<file path="config.mk">
export PLATFORM = sky130hd
export DESIGN_NAME = plotter_line_stepper
export DESIGN_NICKNAME = d
export VERILOG_FILES = /design/src/hdl/pls_pkg.sv /design/src/hdl/pls_front.sv /design/src/hdl/pls_queue.sv /design/src/hdl/pls_back.sv /design/src/hdl/plotter_line_stepper.sv
export SDC_FILE = /design/constraint.sdc
export NUM_CORES = 1
export LEC_CHECK = 0
export ABC_CLOCK_PERIOD_IN_PS = 4600
export BUFFER_PORTS_ARGS = -buffer_cell sky130_fd_sc_hd__buf_4
export CAP_MARGIN = 5
export CORE_AREA = 2 2 254 256
export CTS_CLUSTER_SIZE = 28
export DETAILED_ROUTE_END_ITERATION = 6
export DIE_AREA = 0 0 256 258
export PLACE_DENSITY = 0.55
export SLEW_MARGIN = 20
export SYNTH_ARGS = -nofsm -noshare
export SYNTH_HDL_FRONTEND = slang
export SYNTH_HIERARCHICAL = 1
export SYNTH_SLANG_ARGS = --single-unit
</file>
<file path="constraint.sdc">
create_clock -name clk -period 4.6 [get_ports clk]
set_input_delay 0.46 -clock clk [delete_from_list [all_inputs] [get_ports clk]]
set_output_delay 0.46 -clock clk [all_outputs]
set_load 0.01 [all_outputs]
</file>
<file path="src/hdl/pls_pkg.sv">
package pls_pkg;

    // coordinate widths: targets are signed, positions are unsigned and one bit narrower
    localparam int COORD_BITS = 16;
    localparam int POS_BITS   = COORD_BITS - 1;

    // default depth of the queue between front and back
    localparam int QUEUE_DEPTH_DEF = 4;

    // request types
    localparam logic REQ_MOVE = 1'b0;
    localparam logic REQ_TICK = 1'b1;

    // result kinds
    localparam logic [2:0] KIND_ACCEPTED = 3'd0;
    localparam logic [2:0] KIND_RANGE    = 3'd1;
    localparam logic [2:0] KIND_BUSY     = 3'd2;
    localparam logic [2:0] KIND_STEP     = 3'd3;
    localparam logic [2:0] KIND_IDLE     = 3'd4;

    // step directions
    localparam logic [1:0] DIR_UP    = 2'd0;
    localparam logic [1:0] DIR_DOWN  = 2'd1;
    localparam logic [1:0] DIR_RIGHT = 2'd2;
    localparam logic [1:0] DIR_LEFT  = 2'd3;

    // configuration register indexes
    localparam int CFG_IDX_BITS = 1;
    localparam logic [CFG_IDX_BITS-1:0] CFG_MAX_X = 1'b0;
    localparam logic [CFG_IDX_BITS-1:0] CFG_MAX_Y = 1'b1;

    typedef struct packed {
        logic                         req_type;
        logic signed [COORD_BITS-1:0] target_x;
        logic signed [COORD_BITS-1:0] target_y;
        logic                         pen_down;
    } in_item_t;

    typedef struct packed {
        logic [2:0]          result_kind;
        logic [1:0]          step_dir;
        logic                servo_cmd;
        logic                pen_state_out;
        logic [POS_BITS-1:0] pos_x;
        logic [POS_BITS-1:0] pos_y;
        logic                move_done;
    } out_item_t;

    // classified item as it waits in the queue
    typedef struct packed {
        logic                is_tick;
        logic                in_range;
        logic [POS_BITS-1:0] tgt_x;
        logic [POS_BITS-1:0] tgt_y;
        logic                pen;
    } cmd_t;

endpackage

</file>
<file path="src/hdl/pls_front.sv">
module pls_front (
    input  logic                                 clk,
    input  logic                                 rst_n,
    input  logic                                 cfg_wen,
    input  logic [pls_pkg::CFG_IDX_BITS-1:0]     cfg_index,
    input  logic [pls_pkg::POS_BITS-1:0]         cfg_data,
    input  logic                                 req_valid,
    input  pls_pkg::in_item_t                    req_data,
    input  logic                                 queue_full,
    output logic                                 req_stall,
    output logic                                 push_valid,
    output pls_pkg::cmd_t                        push_cmd
);
    import pls_pkg::*;

    logic [POS_BITS-1:0] max_x_reg;
    logic [POS_BITS-1:0] max_x_next;
    logic [POS_BITS-1:0] max_y_reg;
    logic [POS_BITS-1:0] max_y_next;
    logic                x_ok;
    logic                y_ok;

    // configuration writes
    always_comb
    begin
        max_x_next = max_x_reg;
        max_y_next = max_y_reg;
        if (cfg_wen)
        begin
            unique case (cfg_index)
                CFG_MAX_X: max_x_next = cfg_data;
                CFG_MAX_Y: max_y_next = cfg_data;
                default:   max_x_next = max_x_reg;
            endcase
        end
    end

    always_ff @(posedge clk or negedge rst_n)
    begin
        if (!rst_n)
        begin
            max_x_reg <= '1;
            max_y_reg <= '1;
        end
        else
        begin
            max_x_reg <= max_x_next;
            max_y_reg <= max_y_next;
        end
    end

    // range check on the signed target
    assign x_ok = !req_data.target_x[COORD_BITS-1]
                  && (req_data.target_x[POS_BITS-1:0] <= max_x_reg);
    assign y_ok = !req_data.target_y[COORD_BITS-1]
                  && (req_data.target_y[POS_BITS-1:0] <= max_y_reg);

    // classify and hand over to the queue
    assign push_valid        = req_valid;
    assign push_cmd.is_tick  = (req_data.req_type == REQ_TICK);
    assign push_cmd.in_range = x_ok && y_ok;
    assign push_cmd.tgt_x    = req_data.target_x[POS_BITS-1:0];
    assign push_cmd.tgt_y    = req_data.target_y[POS_BITS-1:0];
    assign push_cmd.pen      = req_data.pen_down;
    assign req_stall         = queue_full;

endmodule

</file>
<file path="src/hdl/pls_queue.sv">
module pls_queue #(
    parameter int DEPTH = pls_pkg::QUEUE_DEPTH_DEF
) (
    input  logic          clk,
    input  logic          rst_n,
    input  logic          push_valid,
    input  pls_pkg::cmd_t push_cmd,
    output logic          full,
    output logic          head_valid,
    output pls_pkg::cmd_t head_cmd,
    input  logic          pop
);
    import pls_pkg::*;

    localparam int PTR_BITS = (DEPTH > 1) ? $clog2(DEPTH) : 1;
    localparam int CNT_BITS = $clog2(DEPTH + 1);

    cmd_t                entry_reg [DEPTH];
    logic [PTR_BITS-1:0] wr_ptr_reg;
    logic [PTR_BITS-1:0] wr_ptr_next;
    logic [PTR_BITS-1:0] rd_ptr_reg;
    logic [PTR_BITS-1:0] rd_ptr_next;
    logic [CNT_BITS-1:0] count_reg;
    logic [CNT_BITS-1:0] count_next;
    logic                do_push;
    logic                do_pop;

    assign full       = (count_reg == CNT_BITS'(DEPTH));
    assign head_valid = (count_reg != '0);
    assign head_cmd   = entry_reg[rd_ptr_reg];
    assign do_push    = push_valid && !full;
    assign do_pop     = pop && head_valid;

    // pointer and fill level update
    always_comb
    begin
        wr_ptr_next = wr_ptr_reg;
        rd_ptr_next = rd_ptr_reg;
        count_next  = count_reg;
        if (do_push)
        begin
            wr_ptr_next = (wr_ptr_reg == PTR_BITS'(DEPTH - 1)) ? '0 : wr_ptr_reg + 1'b1;
        end
        if (do_pop)
        begin
            rd_ptr_next = (rd_ptr_reg == PTR_BITS'(DEPTH - 1)) ? '0 : rd_ptr_reg + 1'b1;
        end
        if (do_push && !do_pop)
        begin
            count_next = count_reg + 1'b1;
        end
        else if (do_pop && !do_push)
        begin
            count_next = count_reg - 1'b1;
        end
    end

    always_ff @(posedge clk or negedge rst_n)
    begin
        if (!rst_n)
        begin
            wr_ptr_reg <= '0;
            rd_ptr_reg <= '0;
            count_reg  <= '0;
        end
        else
        begin
            wr_ptr_reg <= wr_ptr_next;
            rd_ptr_reg <= rd_ptr_next;
            count_reg  <= count_next;
        end
    end

    // entry storage
    always_ff @(posedge clk)
    begin
        if (do_push)
        begin
            entry_reg[wr_ptr_reg] <= push_cmd;
        end
    end

    // fill level and pointers agree
    a_count_range: assert property (@(posedge clk) disable iff (!rst_n)
        count_reg <= CNT_BITS'(DEPTH))
        else $error("queue fill level beyond depth");

    a_empty_ptrs: assert property (@(posedge clk) disable iff (!rst_n)
        (count_reg == '0) |-> (wr_ptr_reg == rd_ptr_reg))
        else $error("empty queue with split pointers");

    a_count_step: assert property (@(posedge clk) disable iff (!rst_n)
        (do_push && !do_pop) |=> (count_reg == $past(count_reg) + 1'b1))
        else $error("queue fill level missed a push");

endmodule

</file>
<file path="src/hdl/pls_back.sv">
module pls_back (
    input  logic               clk,
    input  logic               rst_n,
    input  logic               head_valid,
    input  pls_pkg::cmd_t      head_cmd,
    output logic               pop,
    output logic               rsp_valid,
    input  logic               rsp_stall,
    output pls_pkg::out_item_t rsp_data
);
    import pls_pkg::*;

    // motion state
    logic [POS_BITS-1:0]   cur_x_reg;
    logic [POS_BITS-1:0]   cur_x_next;
    logic [POS_BITS-1:0]   cur_y_reg;
    logic [POS_BITS-1:0]   cur_y_next;
    logic                  pen_reg;
    logic                  pen_next;
    logic                  busy_reg;
    logic                  busy_next;
    logic                  x_neg_reg;
    logic                  x_neg_next;
    logic                  y_neg_reg;
    logic                  y_neg_next;
    logic [POS_BITS-1:0]   dy_reg;
    logic [POS_BITS-1:0]   dy_next;
    logic [POS_BITS-1:0]   div_reg;
    logic [POS_BITS-1:0]   div_next;
    logic [POS_BITS-1:0]   cols_reg;
    logic [POS_BITS-1:0]   cols_next;
    logic [COORD_BITS-1:0] acc_reg;
    logic [COORD_BITS-1:0] acc_next;
    logic                  vpend_reg;
    logic                  vpend_next;

    // result register
    logic                  rsp_valid_reg;
    logic                  rsp_valid_next;
    out_item_t             rsp_data_reg;
    out_item_t             rsp_data_next;

    // move setup terms
    logic                  x_ge;
    logic                  y_ge;
    logic [POS_BITS-1:0]   dx_abs;
    logic [POS_BITS-1:0]   dy_abs;
    logic                  dx_zero;
    logic                  take;

    assign take = head_valid && (!rsp_valid_reg || !rsp_stall);
    assign pop  = take;

    // distances to the target, both orders computed in parallel
    assign x_ge    = (head_cmd.tgt_x >= cur_x_reg);
    assign y_ge    = (head_cmd.tgt_y >= cur_y_reg);
    assign dx_abs  = x_ge ? (head_cmd.tgt_x - cur_x_reg) : (cur_x_reg - head_cmd.tgt_x);
    assign dy_abs  = y_ge ? (head_cmd.tgt_y - cur_y_reg) : (cur_y_reg - head_cmd.tgt_y);
    assign dx_zero = (dx_abs == '0);

    // execute one item
    always_comb
    begin
        cur_x_next = cur_x_reg;
        cur_y_next = cur_y_reg;
        pen_next   = pen_reg;
        busy_next  = busy_reg;
        x_neg_next = x_neg_reg;
        y_neg_next = y_neg_reg;
        dy_next    = dy_reg;
        div_next   = div_reg;
        cols_next  = cols_reg;
        acc_next   = acc_reg;
        vpend_next = vpend_reg;

        rsp_data_next               = rsp_data_reg;
        rsp_data_next.result_kind   = KIND_IDLE;
        rsp_data_next.step_dir      = DIR_UP;
        rsp_data_next.servo_cmd     = 1'b0;
        rsp_data_next.move_done     = 1'b0;

        if (!head_cmd.is_tick)
        begin
            if (busy_reg)
            begin
                rsp_data_next.result_kind = KIND_BUSY;
            end
            else
            begin
                // pen follows the request even when the target is rejected
                if (head_cmd.pen != pen_reg)
                begin
                    rsp_data_next.servo_cmd = 1'b1;
                    pen_next                = head_cmd.pen;
                end
                if (!head_cmd.in_range)
                begin
                    rsp_data_next.result_kind = KIND_RANGE;
                end
                else
                begin
                    rsp_data_next.result_kind = KIND_ACCEPTED;
                    x_neg_next = !x_ge;
                    y_neg_next = !y_ge;
                    dy_next    = dy_abs;
                    cols_next  = dx_abs;
                    // a pure vertical move counts down dy against a divisor of one
                    div_next   = dx_zero ? POS_BITS'(1) : dx_abs;
                    acc_next   = dx_zero ? {1'b0, dy_abs} : '0;
                    vpend_next = dx_zero && (dy_abs != '0);
                    busy_next  = !dx_zero || (dy_abs != '0);
                end
            end
        end
        else if (!busy_reg)
        begin
            rsp_data_next.result_kind = KIND_IDLE;
        end
        else
        begin
            rsp_data_next.result_kind = KIND_STEP;
            if (vpend_reg)
            begin
                // vertical step: one whole divisor out of the accumulator
                if (y_neg_reg)
                begin
                    rsp_data_next.step_dir = DIR_DOWN;
                    cur_y_next             = cur_y_reg - 1'b1;
                end
                else
                begin
                    rsp_data_next.step_dir = DIR_UP;
                    cur_y_next             = cur_y_reg + 1'b1;
                end
                acc_next = acc_reg - {1'b0, div_reg};
            end
            else
            begin
                // horizontal step: next column, add dy to the accumulator
                if (x_neg_reg)
                begin
                    rsp_data_next.step_dir = DIR_LEFT;
                    cur_x_next             = cur_x_reg - 1'b1;
                end
                else
                begin
                    rsp_data_next.step_dir = DIR_RIGHT;
                    cur_x_next             = cur_x_reg + 1'b1;
                end
                cols_next = cols_reg - 1'b1;
                acc_next  = acc_reg + {1'b0, dy_reg};
            end
            vpend_next = (acc_next >= {1'b0, div_reg});
            if (!vpend_next && (cols_next == '0))
            begin
                busy_next               = 1'b0;
                rsp_data_next.move_done = 1'b1;
            end
        end

        rsp_data_next.pen_state_out = pen_next;
        rsp_data_next.pos_x         = cur_x_next;
        rsp_data_next.pos_y         = cur_y_next;
    end

    assign rsp_valid_next = take || (rsp_valid_reg && rsp_stall);

    always_ff @(posedge clk or negedge rst_n)
    begin
        if (!rst_n)
        begin
            cur_x_reg     <= '0;
            cur_y_reg     <= '0;
            pen_reg       <= 1'b0;
            busy_reg      <= 1'b0;
            x_neg_reg     <= 1'b0;
            y_neg_reg     <= 1'b0;
            dy_reg        <= '0;
            div_reg       <= '0;
            cols_reg      <= '0;
            acc_reg       <= '0;
            vpend_reg     <= 1'b0;
            rsp_valid_reg <= 1'b0;
        end
        else
        begin
            rsp_valid_reg <= rsp_valid_next;
            if (take)
            begin
                cur_x_reg <= cur_x_next;
                cur_y_reg <= cur_y_next;
                pen_reg   <= pen_next;
                busy_reg  <= busy_next;
                x_neg_reg <= x_neg_next;
                y_neg_reg <= y_neg_next;
                dy_reg    <= dy_next;
                div_reg   <= div_next;
                cols_reg  <= cols_next;
                acc_reg   <= acc_next;
                vpend_reg <= vpend_next;
            end
        end
    end

    // result payload
    always_ff @(posedge clk)
    begin
        if (take)
        begin
            rsp_data_reg <= rsp_data_next;
        end
    end

    assign rsp_valid = rsp_valid_reg;
    assign rsp_data  = rsp_data_reg;

    // busy exactly while work is left
    a_busy_work: assert property (@(posedge clk) disable iff (!rst_n)
        busy_reg == ((cols_reg != '0) || vpend_reg))
        else $error("busy flag out of step with remaining work");

    // a finished move leaves the stepper idle while its result waits
    a_done_idle: assert property (@(posedge clk) disable iff (!rst_n)
        (rsp_valid_reg && rsp_data_reg.move_done)
            |-> (!busy_reg && (rsp_data_reg.result_kind == KIND_STEP)))
        else $error("move done without idle stepper");

    // servo commands only come from move requests that were not busy
    a_servo_kind: assert property (@(posedge clk) disable iff (!rst_n)
        (rsp_valid_reg && rsp_data_reg.servo_cmd)
            |-> ((rsp_data_reg.result_kind == KIND_ACCEPTED)
                 || (rsp_data_reg.result_kind == KIND_RANGE)))
        else $error("servo command on a wrong result kind");

    // a step moves the position by exactly one unit on one axis
    a_unit_step: assert property (@(posedge clk) disable iff (!rst_n)
        (take && head_cmd.is_tick && busy_reg)
            |=> ((cur_x_reg != $past(cur_x_reg)) != (cur_y_reg != $past(cur_y_reg))))
        else $error("step did not move exactly one axis");

endmodule

</file>
<file path="src/hdl/plotter_line_stepper.sv">
// channel   | valid     | stall     | payload
// ----------+-----------+-----------+----------------------------------------
// request   | req_valid | req_stall | req_data  (move request or tick)
// response  | rsp_valid | rsp_stall | rsp_data  (one result per request)
// config    | cfg_wen   | -         | cfg_index, cfg_data  (max_x, max_y)
//
// one request per cycle sustained while req_stall is low; a request is written into a
// queue entry at its transfer, and the execute stage, which does one add and compare
// per step, takes it from the queue head and registers its result in the result register
// reset: position at the origin, pen up, stepper idle, both limits at their maximum
// req_stall rises only when the queue between front and back is full; a stalled
// response holds the back end, and the queue absorbs QUEUE_DEPTH more requests
module plotter_line_stepper #(
    parameter int QUEUE_DEPTH = pls_pkg::QUEUE_DEPTH_DEF
) (
    input  logic                              clk,
    input  logic                              rst_n,
    input  logic                              cfg_wen,
    input  logic [pls_pkg::CFG_IDX_BITS-1:0]  cfg_index,
    input  logic [pls_pkg::POS_BITS-1:0]      cfg_data,
    input  logic                              req_valid,
    output logic                              req_stall,
    input  pls_pkg::in_item_t                 req_data,
    output logic                              rsp_valid,
    input  logic                              rsp_stall,
    output pls_pkg::out_item_t                rsp_data
);
    import pls_pkg::*;

    logic push_valid;
    cmd_t push_cmd;
    logic queue_full;
    logic head_valid;
    cmd_t head_cmd;
    logic pop;

    // front: limits and classification
    pls_front u_front (
        .clk        (clk),
        .rst_n      (rst_n),
        .cfg_wen    (cfg_wen),
        .cfg_index  (cfg_index),
        .cfg_data   (cfg_data),
        .req_valid  (req_valid),
        .req_data   (req_data),
        .queue_full (queue_full),
        .req_stall  (req_stall),
        .push_valid (push_valid),
        .push_cmd   (push_cmd)
    );

    // queue between front and back
    pls_queue #(
        .DEPTH (QUEUE_DEPTH)
    ) u_queue (
        .clk        (clk),
        .rst_n      (rst_n),
        .push_valid (push_valid),
        .push_cmd   (push_cmd),
        .full       (queue_full),
        .head_valid (head_valid),
        .head_cmd   (head_cmd),
        .pop        (pop)
    );

    // back: motion state and result register
    pls_back u_back (
        .clk        (clk),
        .rst_n      (rst_n),
        .head_valid (head_valid),
        .head_cmd   (head_cmd),
        .pop        (pop),
        .rsp_valid  (rsp_valid),
        .rsp_stall  (rsp_stall),
        .rsp_data   (rsp_data)
    );

endmodule

</file>
# Word level (Yosys, flattened, before mapping)
# Memory sizes are Yosys's and may differ from the RTL's.
# Cells that the tools add are included.
# word_totals
register_bits,172
mem_bits_rw,132
inputBits,55
output_inout_bits,40
elab_cells,144
mem_count,1
# mem_list
name,words,word_bits,read_ports,rd_clocked_by_memory_dff,wr,line,source
u_queue.entry_reg,4,33,1,0,1,pls_queue.sv:18,cmd_t entry_reg [DEPTH];
# op_classes
addsub,15
order_cmp,5
eq_ne,6
mux,53
n_bitwise,3
n_reduce_logical,37
# op_table
operator,n
$mux 15,19
$mux 16,7
$sub 15x15->15,4
$sub 15x1->15 const B,3
$add 15x1->15 const B,2
$ge 15x15->1,2
$le 15x15->1,2
$logic_not 15->1,2
$mux 1,19
$add 16x15->16,1
$ge 16x15->1,1
$sub 16x15->16,1
$mux 3,5
$reduce_bool 15->1,1
$logic_and 1x1->1,11
$logic_not 1->1,11
$reduce_and 4->1,2
$mux 2,3
$reduce_and 2->1,3
$add 2x1->2 const B,2
$eq 2x2->1 const B,2
$reduce_bool 2->1,2
$add 3x1->3 const B,1
$eq 3x3->1 const B,1
8 further kinds,12

# Longest topological paths before layout
# Gate-level depths: netlist (run 1).
# logic_depth
word_depth,10
mapped_depth,22
mapped_depth_nobuf,22

# Modules after synthesis
# Netlist (run 1), hierarchy kept.
# modules_own_cells
module,n_inst,cells_each,area_each_um2,seq_area_each_um2
pls_back,1,1339,11363.4,3568.4
pls_queue,1,210,5272.6,4139.0
pls_front,1,222,2133.3,788.3

# Worst setup path before layout (run 1)
# No wires, ideal clock.
# synth_path
path_type,register to register
start,reg u_back.vpend_reg
end,reg u_back.busy_reg
setup_ns,0.137
arrival_time_ns,4.200
required_time_ns,4.463
path_slack_ns,0.263
path_stages_with_launch,21
n_path_buf,2
path_cell_list,dfrtp_1 clkbuf_1 clkbuf_1 o21ai_0 ha_1 fa_1 nor2b_1 o21ai_0 a21oi_1 o211ai_1 a21oi_1 nor3_1 nor3_1 xor2_1 ha_1 a21o_1 a211oi_1 o2bb2ai_1 a31oi_1 o41ai_1 o31ai_1
# synth_between
elab_chain_cells,9
elab_cells_between_ends,13
# synth_rtl
element,line,source
from (decl),pls_back.sv:34,logic vpend_reg;
from (signal assigned),pls_back.sv:200,vpend_reg <= vpend_next;
$mux 16,pls_back.sv:122,if (vpend_reg)
$mux 16,pls_back.sv:115,else if (!busy_reg)
$mux 16,pls_back.sv:82,if (!head_cmd.is_tick)
$ge 16x15->1,pls_back.sv:153,"vpend_next = (acc_next >= {1'b0, div_reg});"
$logic_not 1->1,pls_back.sv:154,if (!vpend_next && (cols_next == '0))
$logic_and 1x1->1 (*),pls_back.sv:154,
$mux 1 (*),pls_back.sv:154,
$mux 1 (*),pls_back.sv:115,
$mux 1 (*),pls_back.sv:82,
to (signal assigned),pls_back.sv:193,busy_reg <= busy_next;
to (decl),pls_back.sv:20,logic busy_reg;
# Every way passes the cells marked *; elsewhere a longest branch is shown, timed or not. The select of a mux whose other input is x is not followed.
# A chain may end at the register's enable or synchronous reset.

==> impl_metrics.json, run 1 <==
{
  "largest_reg_flops": 132,
  "grt_pass1_wl_mm": 77.9,
  "start_kind": "flop",
  "post-route-drc-count": 0,
  "fillerInstances": 6352,
  "yosys.area.top_type": "edfxtp_1",
  "finalHoldViolCount": 0,
  "clkSinkCount": 304,
  "wl_per_cell_um": 17.8,
  "synth.avg_cell_area_sq_um": 10.6,
  "syn_area_sq_um": 18800,
  "vias": 13786,
  "hold_class": "primary input to flop",
  "rrSetupSlack_ns": 0.17,
  "async_reset_ff_frac": 0.441,
  "htreeDepth": 2,
  "cts-root-buf": "clkbuf_16",
  "pin_count": 95,
  "synth.area.mux_share": 0.0686,
  "synth_top_area_frac": 0.272,
  "die_area_sq_um": 66000,
  "required_ns": 5.09,
  "critPathKind": "flop to flop",
  "hp-start": "req_data[0]",
  "synth-simple-area-share": 0.123,
  "synth_nets": 1988,
  "core_area_sq_um": 63600,
  "std_cell_rows": 93,
  "synth_xor_area_frac": 0.0401,
  "grt_max_degree": 56,
  "slew_headroom": 0.507,
  "clkSlewWorstSetupHoldPaths_ns": 0.06,
  "yosysUniqueCellTypes": 91,
  "nNetsFinal": 2133,
  "period_share": 0.963,
  "synth_ff_type": "edfxtp_1",
  "gp_congestion": 0.875,
  "clockBufferDepth": 3,
  "yosys_register_bits": 304,
  "mostFrequentLayoutCells": "buf_4 (197), nand2_1 (176), edfxtp_1 (170)",
  "yosysWarnings": 6,
  "place_area_sq_um": 20700,
  "start_util": 0.295,
  "fp.dieW_um": 256,
  "synthAdderAreaFrac": 0.111,
  "tightest_slew_ns": 0.731,
  "synth_top_family_by_area": "compound AO/OA/AOI/OAI gates",
  "arrival_ns": 4.92,
  "drv_cap": 0,
  "die_y_um": 258,
  "yosysSeqAreaShare": 0.453,
  "antenna_found_initial": 0,
  "area_growth_syn_to_layout_pct": 19.9,
  "post-route-min-period_ns": 4.43,
  "final_area_sq_um": 22500,
  "timing.rr.start": "u_queue/rd_ptr_reg[0]$_DFFE_PN0P_",
  "reg2regPathDepth": 16,
  "clk_latency_ns": 0.57,
  "synthCells": 1771,
  "synth-edff-count": 170,
  "diodes": 0,
  "drt-total-wl_mm": 49.9,
  "ant_nets": 0,
  "fin_setup_tns_ns": 0,
  "end_kind": "flop",
  "place_hpwl_mm": 36.7,
  "first_pass_iters": 5,
  "final_common_cell": "buf_4",
  "grt_pass1_vias": 14028,
  "cts_made_buffers": 37,
  "vias_per_cell": 4.93,
  "fmax_mhz": 226,
  "fin_worst_skew_ns": 0.0244,
  "r2r_end": "u_back/acc_reg[3]$_DFFE_PN0P_",
  "synth_compound_area_frac": 0.144,
  "ys_top_cells_by_area": "edfxtp_1 (27%), dfrtp_1 (14%), ha_1 (10%), dfstp_2 (4.2%), o21ai_0 (4.1%)",
  "status": "completed",
  "fin_util": 0.353,
  "overflow": 0,
  "holdPathEnd": "u_queue/entry_reg[3][0]$_DFFE_PP_",
  "drt-initial-drc-count": 922,
  "setup_viol": 0,
  "portBuffers": 94,
  "hold_path_depth": 1,
  "slew_viol_final": 0,
  "cts_tree": "done",
  "track_usage": 0.148,
  "drive_above_1_share": 0.226,
  "crit_fanout": 10
}
[how the worst max path moves through the flow]
| stage | from | end | slack, ns | cells past startpoint |
|---|---|---|---|---|
| 3_5_place_dp | u_queue/rd_ptr_reg[0]$_DFFE_PN0P_ | u_back/vpend_reg$_DFFE_PN0P_ | 0.03 | 16 |
| 3_3_place_gp | u_queue/rd_ptr_reg[0]$_DFFE_PN0P_ | u_back/vpend_reg$_DFFE_PN0P_ | 0.08 | 17 |
| 2_1_floorplan | u_back/vpend_reg$_DFFE_PN0P_ | u_back/busy_reg$_DFFE_PN0P_ | 0.26 | 20 |
| 5_1_grt | u_back/dy_reg[0]$_DFFE_PN0P_ | u_back/busy_reg$_DFFE_PN0P_ | -0.1 | 19 |
| 6_report | u_queue/rd_ptr_reg[0]$_DFFE_PN0P_ | u_back/acc_reg[3]$_DFFE_PN0P_ | 0.17 | 16 |
| 4_1_cts | u_queue/rd_ptr_reg[0]$_DFFE_PN0P_ | u_back/vpend_reg$_DFFE_PN0P_ | 0.01 | 16 |
[area by class of cell]
cell class	count	area, sq um	share of cell area
Sequential cell	304	8500	0.378
Inverter	138	519	0.0231
Clock buffer	48	1020	0.0452
Clock inverter	19	203	0.00901
Timing Repair Buffer	209	1720	0.0764
Multi-Input combinational cell	1226	9470	0.421
Tap cell	855	1070	0.0476
[synth_stat cells, drive strengths merged (16+ instances only)]
cell	count
edfxtp	170
xor2	38
nand3	41
nor2b	25
mux2	30
mux4	33
a21oi	99
o21ai	155
nand4	19
nor2	70
buf	62
o21a	25
nand2	179
nor3	33
ha	154
inv	138
xnor2	48
and2	16
dfstp	30
mux2i	18
nand2b	18
dfrtp	104
clkbuf	41
a21o	26
[critical path, cell delays in order (launching register included)]
cell and delay, ns:
dfrtp_2 0.45, clkbuf_16 0.19, mux4_1 0.63, inv_1 0.09, ha_1 0.17, nand4_2 0.11
or4_4 0.56, o211a_4 0.19, nand2_8 0.12, mux2i_1 0.11, or4_4 0.55, a211oi_4 0.25
nand4_4 0.19, buf_12 0.20, buf_4 0.14, o311ai_2 0.25, o21a_1 0.16
[stage by stage]
step | instances | setup slack, ns | hold slack, ns
floorplan | 1771 | 0.263 | 0.164
global placement | 2716 | 0.0759 | 0.473
detailed placement | 2716 | 0.0332 | 0.488
CTS | 2784 | 0.0102 | 0.0672
global route | 2799 | -0.0988 | 0.0774
finish | 2799 | 0.171 | 0.101
[cells by family after synthesis]
kind of cell,after synthesis
adders and majority gates,162
and+or+nand+nor,466
AOI/OAI and AO/OA,431
muxes,81
buffers and inverters,241
xor gates and xnor gates,86
DFF,304
[repair_timing]
action	CTS	global route
setup endpoints to repair	0	19
resized for setup	0	74
setup buffers	0	11
hold buffers	1	0
endpoints found under the hold margin	53	0
[metal layers]
| layer | part of all wire | track usage |
|---|---|---|
| met5 | 0 | 0 |
| met3 | 0.040 | 0.0236 |
| met4 | 0.022 | 0.0432 |
| met1 | 0.45 | 0.189 |
| met2 | 0.49 | 0.259 |
Power of run 1 is not shown: default switching activity piles up to over one toggle a cycle in this logic, so the estimate is an artifact.
==> inputs of run 2 (changes only) <==
ABC_CLOCK_PERIOD_IN_PS = 4000   (was 4600)
clock period = 4 ns   (was 4.6 ns; I/O delays follow)
==> impl_metrics.json, run 2 (synthesis results as in run 1) <==
{
  "start_util": 0.295,
  "drive_above_1_share": 0.299,
  "clkSinkCount": 304,
  "drv_cap": 0,
  "fmax_mhz": 233,
  "nNetsFinal": 2300,
  "die_y_um": 258,
  "post-route-min-period_ns": 4.30,
  "cts_tree": "done",
  "cpLargestDelayFamily": "simple AND/OR/NAND/NOR gates",
  "gp_congestion": 0.866,
  "fp.dieW_um": 256,
  "pin_count": 95,
  "slowest_delay_ns": 0.63,
  "vias": 14421,
  "tightest_slew_ns": 0.988,
  "fin_setup_tns_ns": -3.57,
  "start_kind": "flop",
  "drt-initial-drc-count": 718,
  "violations": "setup timing",
  "area_growth_syn_to_layout_pct": 27.3,
  "cp.buffers_inverters": 2,
  "largest_reg_flops": 132,
  "hp-start": "req_data[0]",
  "arrival_ns": 4.76,
  "htreeDepth": 2,
  "crit_start": "u_queue/rd_ptr_reg[0]$_DFFE_PN0P_",
  "ant_nets": 0,
  "hold_class": "primary input to flop",
  "final_common_cell": "buf_4",
  "grt_max_degree": 94,
  "track_usage": 0.153,
  "clk_latency_ns": 0.56,
  "cts-root-buf": "clkbuf_16",
  "timing.rr.start": "u_queue/rd_ptr_reg[0]$_DFFE_PN0P_",
  "required_ns": 4.47,
  "vias_per_cell": 4.86,
  "fin_worst_skew_ns": 0.0248,
  "period_share": 1.07,
  "die_area_sq_um": 66000,
  "rsz0062_at_grt": "yes",
  "cp_cell_sequence": "buf_12, mux4_2, ha_4, nand4_4, or4_4, o211a_4, nand2_8, mux2i_1, or4_4, a211oi_2, nand4_2, buf_12, or3_1, a31oi_1",
  "end_kind": "flop",
  "first_pass_iters": 4,
  "cts_made_buffers": 37,
  "portBuffers": 94,
  "std_cell_rows": 93,
  "slowest_stage": "mux4_2",
  "drt-total-wl_mm": 50.9,
  "core_area_sq_um": 63600,
  "grt_pass1_vias": 14783,
  "status": "complete, but fails checks",
  "whs_ns": 0.0463,
  "finalHoldViolCount": 0,
  "mostFrequentLayoutCells": "buf_4 (367), nand2_1 (177), edfxtp_1 (170)",
  "worst_slack_ns": -0.296,
  "fillerInstances": 6254,
  "clkSlewWorstSetupHoldPaths_ns": 0.06,
  "overflow": 0,
  "slew_headroom": 0.341,
  "antenna_found_initial": 1,
  "setup_viol": 19,
  "wl_per_cell_um": 17.2,
  "slew_viol_final": 0,
  "critPathKind": "flop to flop",
  "clockBufferDepth": 3,
  "post-route-drc-count": 0,
  "grt_pass1_wl_mm": 81.1,
  "place_hpwl_mm": 38.5,
  "crit_fanout": 16
}
==> run 2: cell count changes in the layout (fill, tap and decap cells not counted), moves of 6 or more <==
cell	change
a21oi_1	-7
buf_4	+170
ha_1	+6
o311ai_2	+7
ha_2	-6
a21oi_2	+6
==> run 2: layer usage <==
metal / GRT usage / routed length (um) / vias up
li1: - / - / 7045
met1: 0.197 / 23100 / 7073
met2: 0.268 / 24800 / 246
met3: 0.0238 / 1930 / 57
met4: 0.0422 / 1150 / 0
met5: 0 / 0 / -
==> run 2: worst paths after layout <==
| kind | to | slack, ns | cells past startpoint |
|---|---|---|---|
| hold / removal | u_queue/entry_reg[3][0]$_DFFE_PP_ | 0.05 | 1 |
| setup reg to reg | u_back/acc_reg[13]$_DFFE_PN0P_ | -0.30 | 14 |
| min in group asynchronous | u_queue/wr_ptr_reg[0]$_DFFE_PN0P_ | 0.50 | 2 |
| hold reg to reg | u_back/acc_reg[15]$_DFFE_PN0P_ | 0.49 | 2 |
| max in group asynchronous | u_front/max_y_reg[12]$_DFFE_PN1P_ | 2.51 | 3 |
| setup / recovery | u_back/acc_reg[13]$_DFFE_PN0P_ | -0.30 | 14 |
==> run 2: cell type report <==
| class | count | area [sq um] | share of cell area |
|---|---|---|---|
| Multi-Input combinational cell | 1226 | 9670 | 0.404 |
| Sequential cell | 304 | 8500 | 0.356 |
| Timing Repair Buffer | 376 | 2890 | 0.121 |
| Tap cell | 855 | 1070 | 0.0448 |
| Clock buffer | 47 | 995 | 0.0416 |
| Inverter | 138 | 519 | 0.0217 |
| Clock inverter | 21 | 256 | 0.0107 |
| Antenna cell | 1 | 2.50 | 0.000105 |
==> run 2: worst register-to-register path, delay by kind of cell (launching register included) <==
family	cells	cell delay (ns)
compound gates	3	0.60
fa+ha+maj	1	0.35
buf+inv	2	0.37
flops	1	0.40
mux	2	0.73
simple gates	6	1.73
==> run 2: timing repair <==
item | 4_1_cts | 5_1_grt
resized for setup | 64 | 24
hold buffers | 1 | 0
buffers inserted | 11 | 5
setup endpoints to repair | 21 | 26
pin swaps | 31 | 7
hold endpoints to repair | 12 | 0
==> run 2: per-stage QoR <==
step / instance area, sq um / setup WS [ns] / util / std cells
final: 23900 / -0.296 / 0.375 / 2968
after global routing: 23900 / -0.569 / 0.375 / 2967
after CTS: 23700 / -0.312 / 0.373 / 2962
after detailed placement: 22100 / -0.542 / 0.347 / 2883
after global placement: 22100 / -0.512 / 0.347 / 2883
after floorplan: 18900 / -0.0211 / - / 1771
Power of run 2 is left out for the same reason.
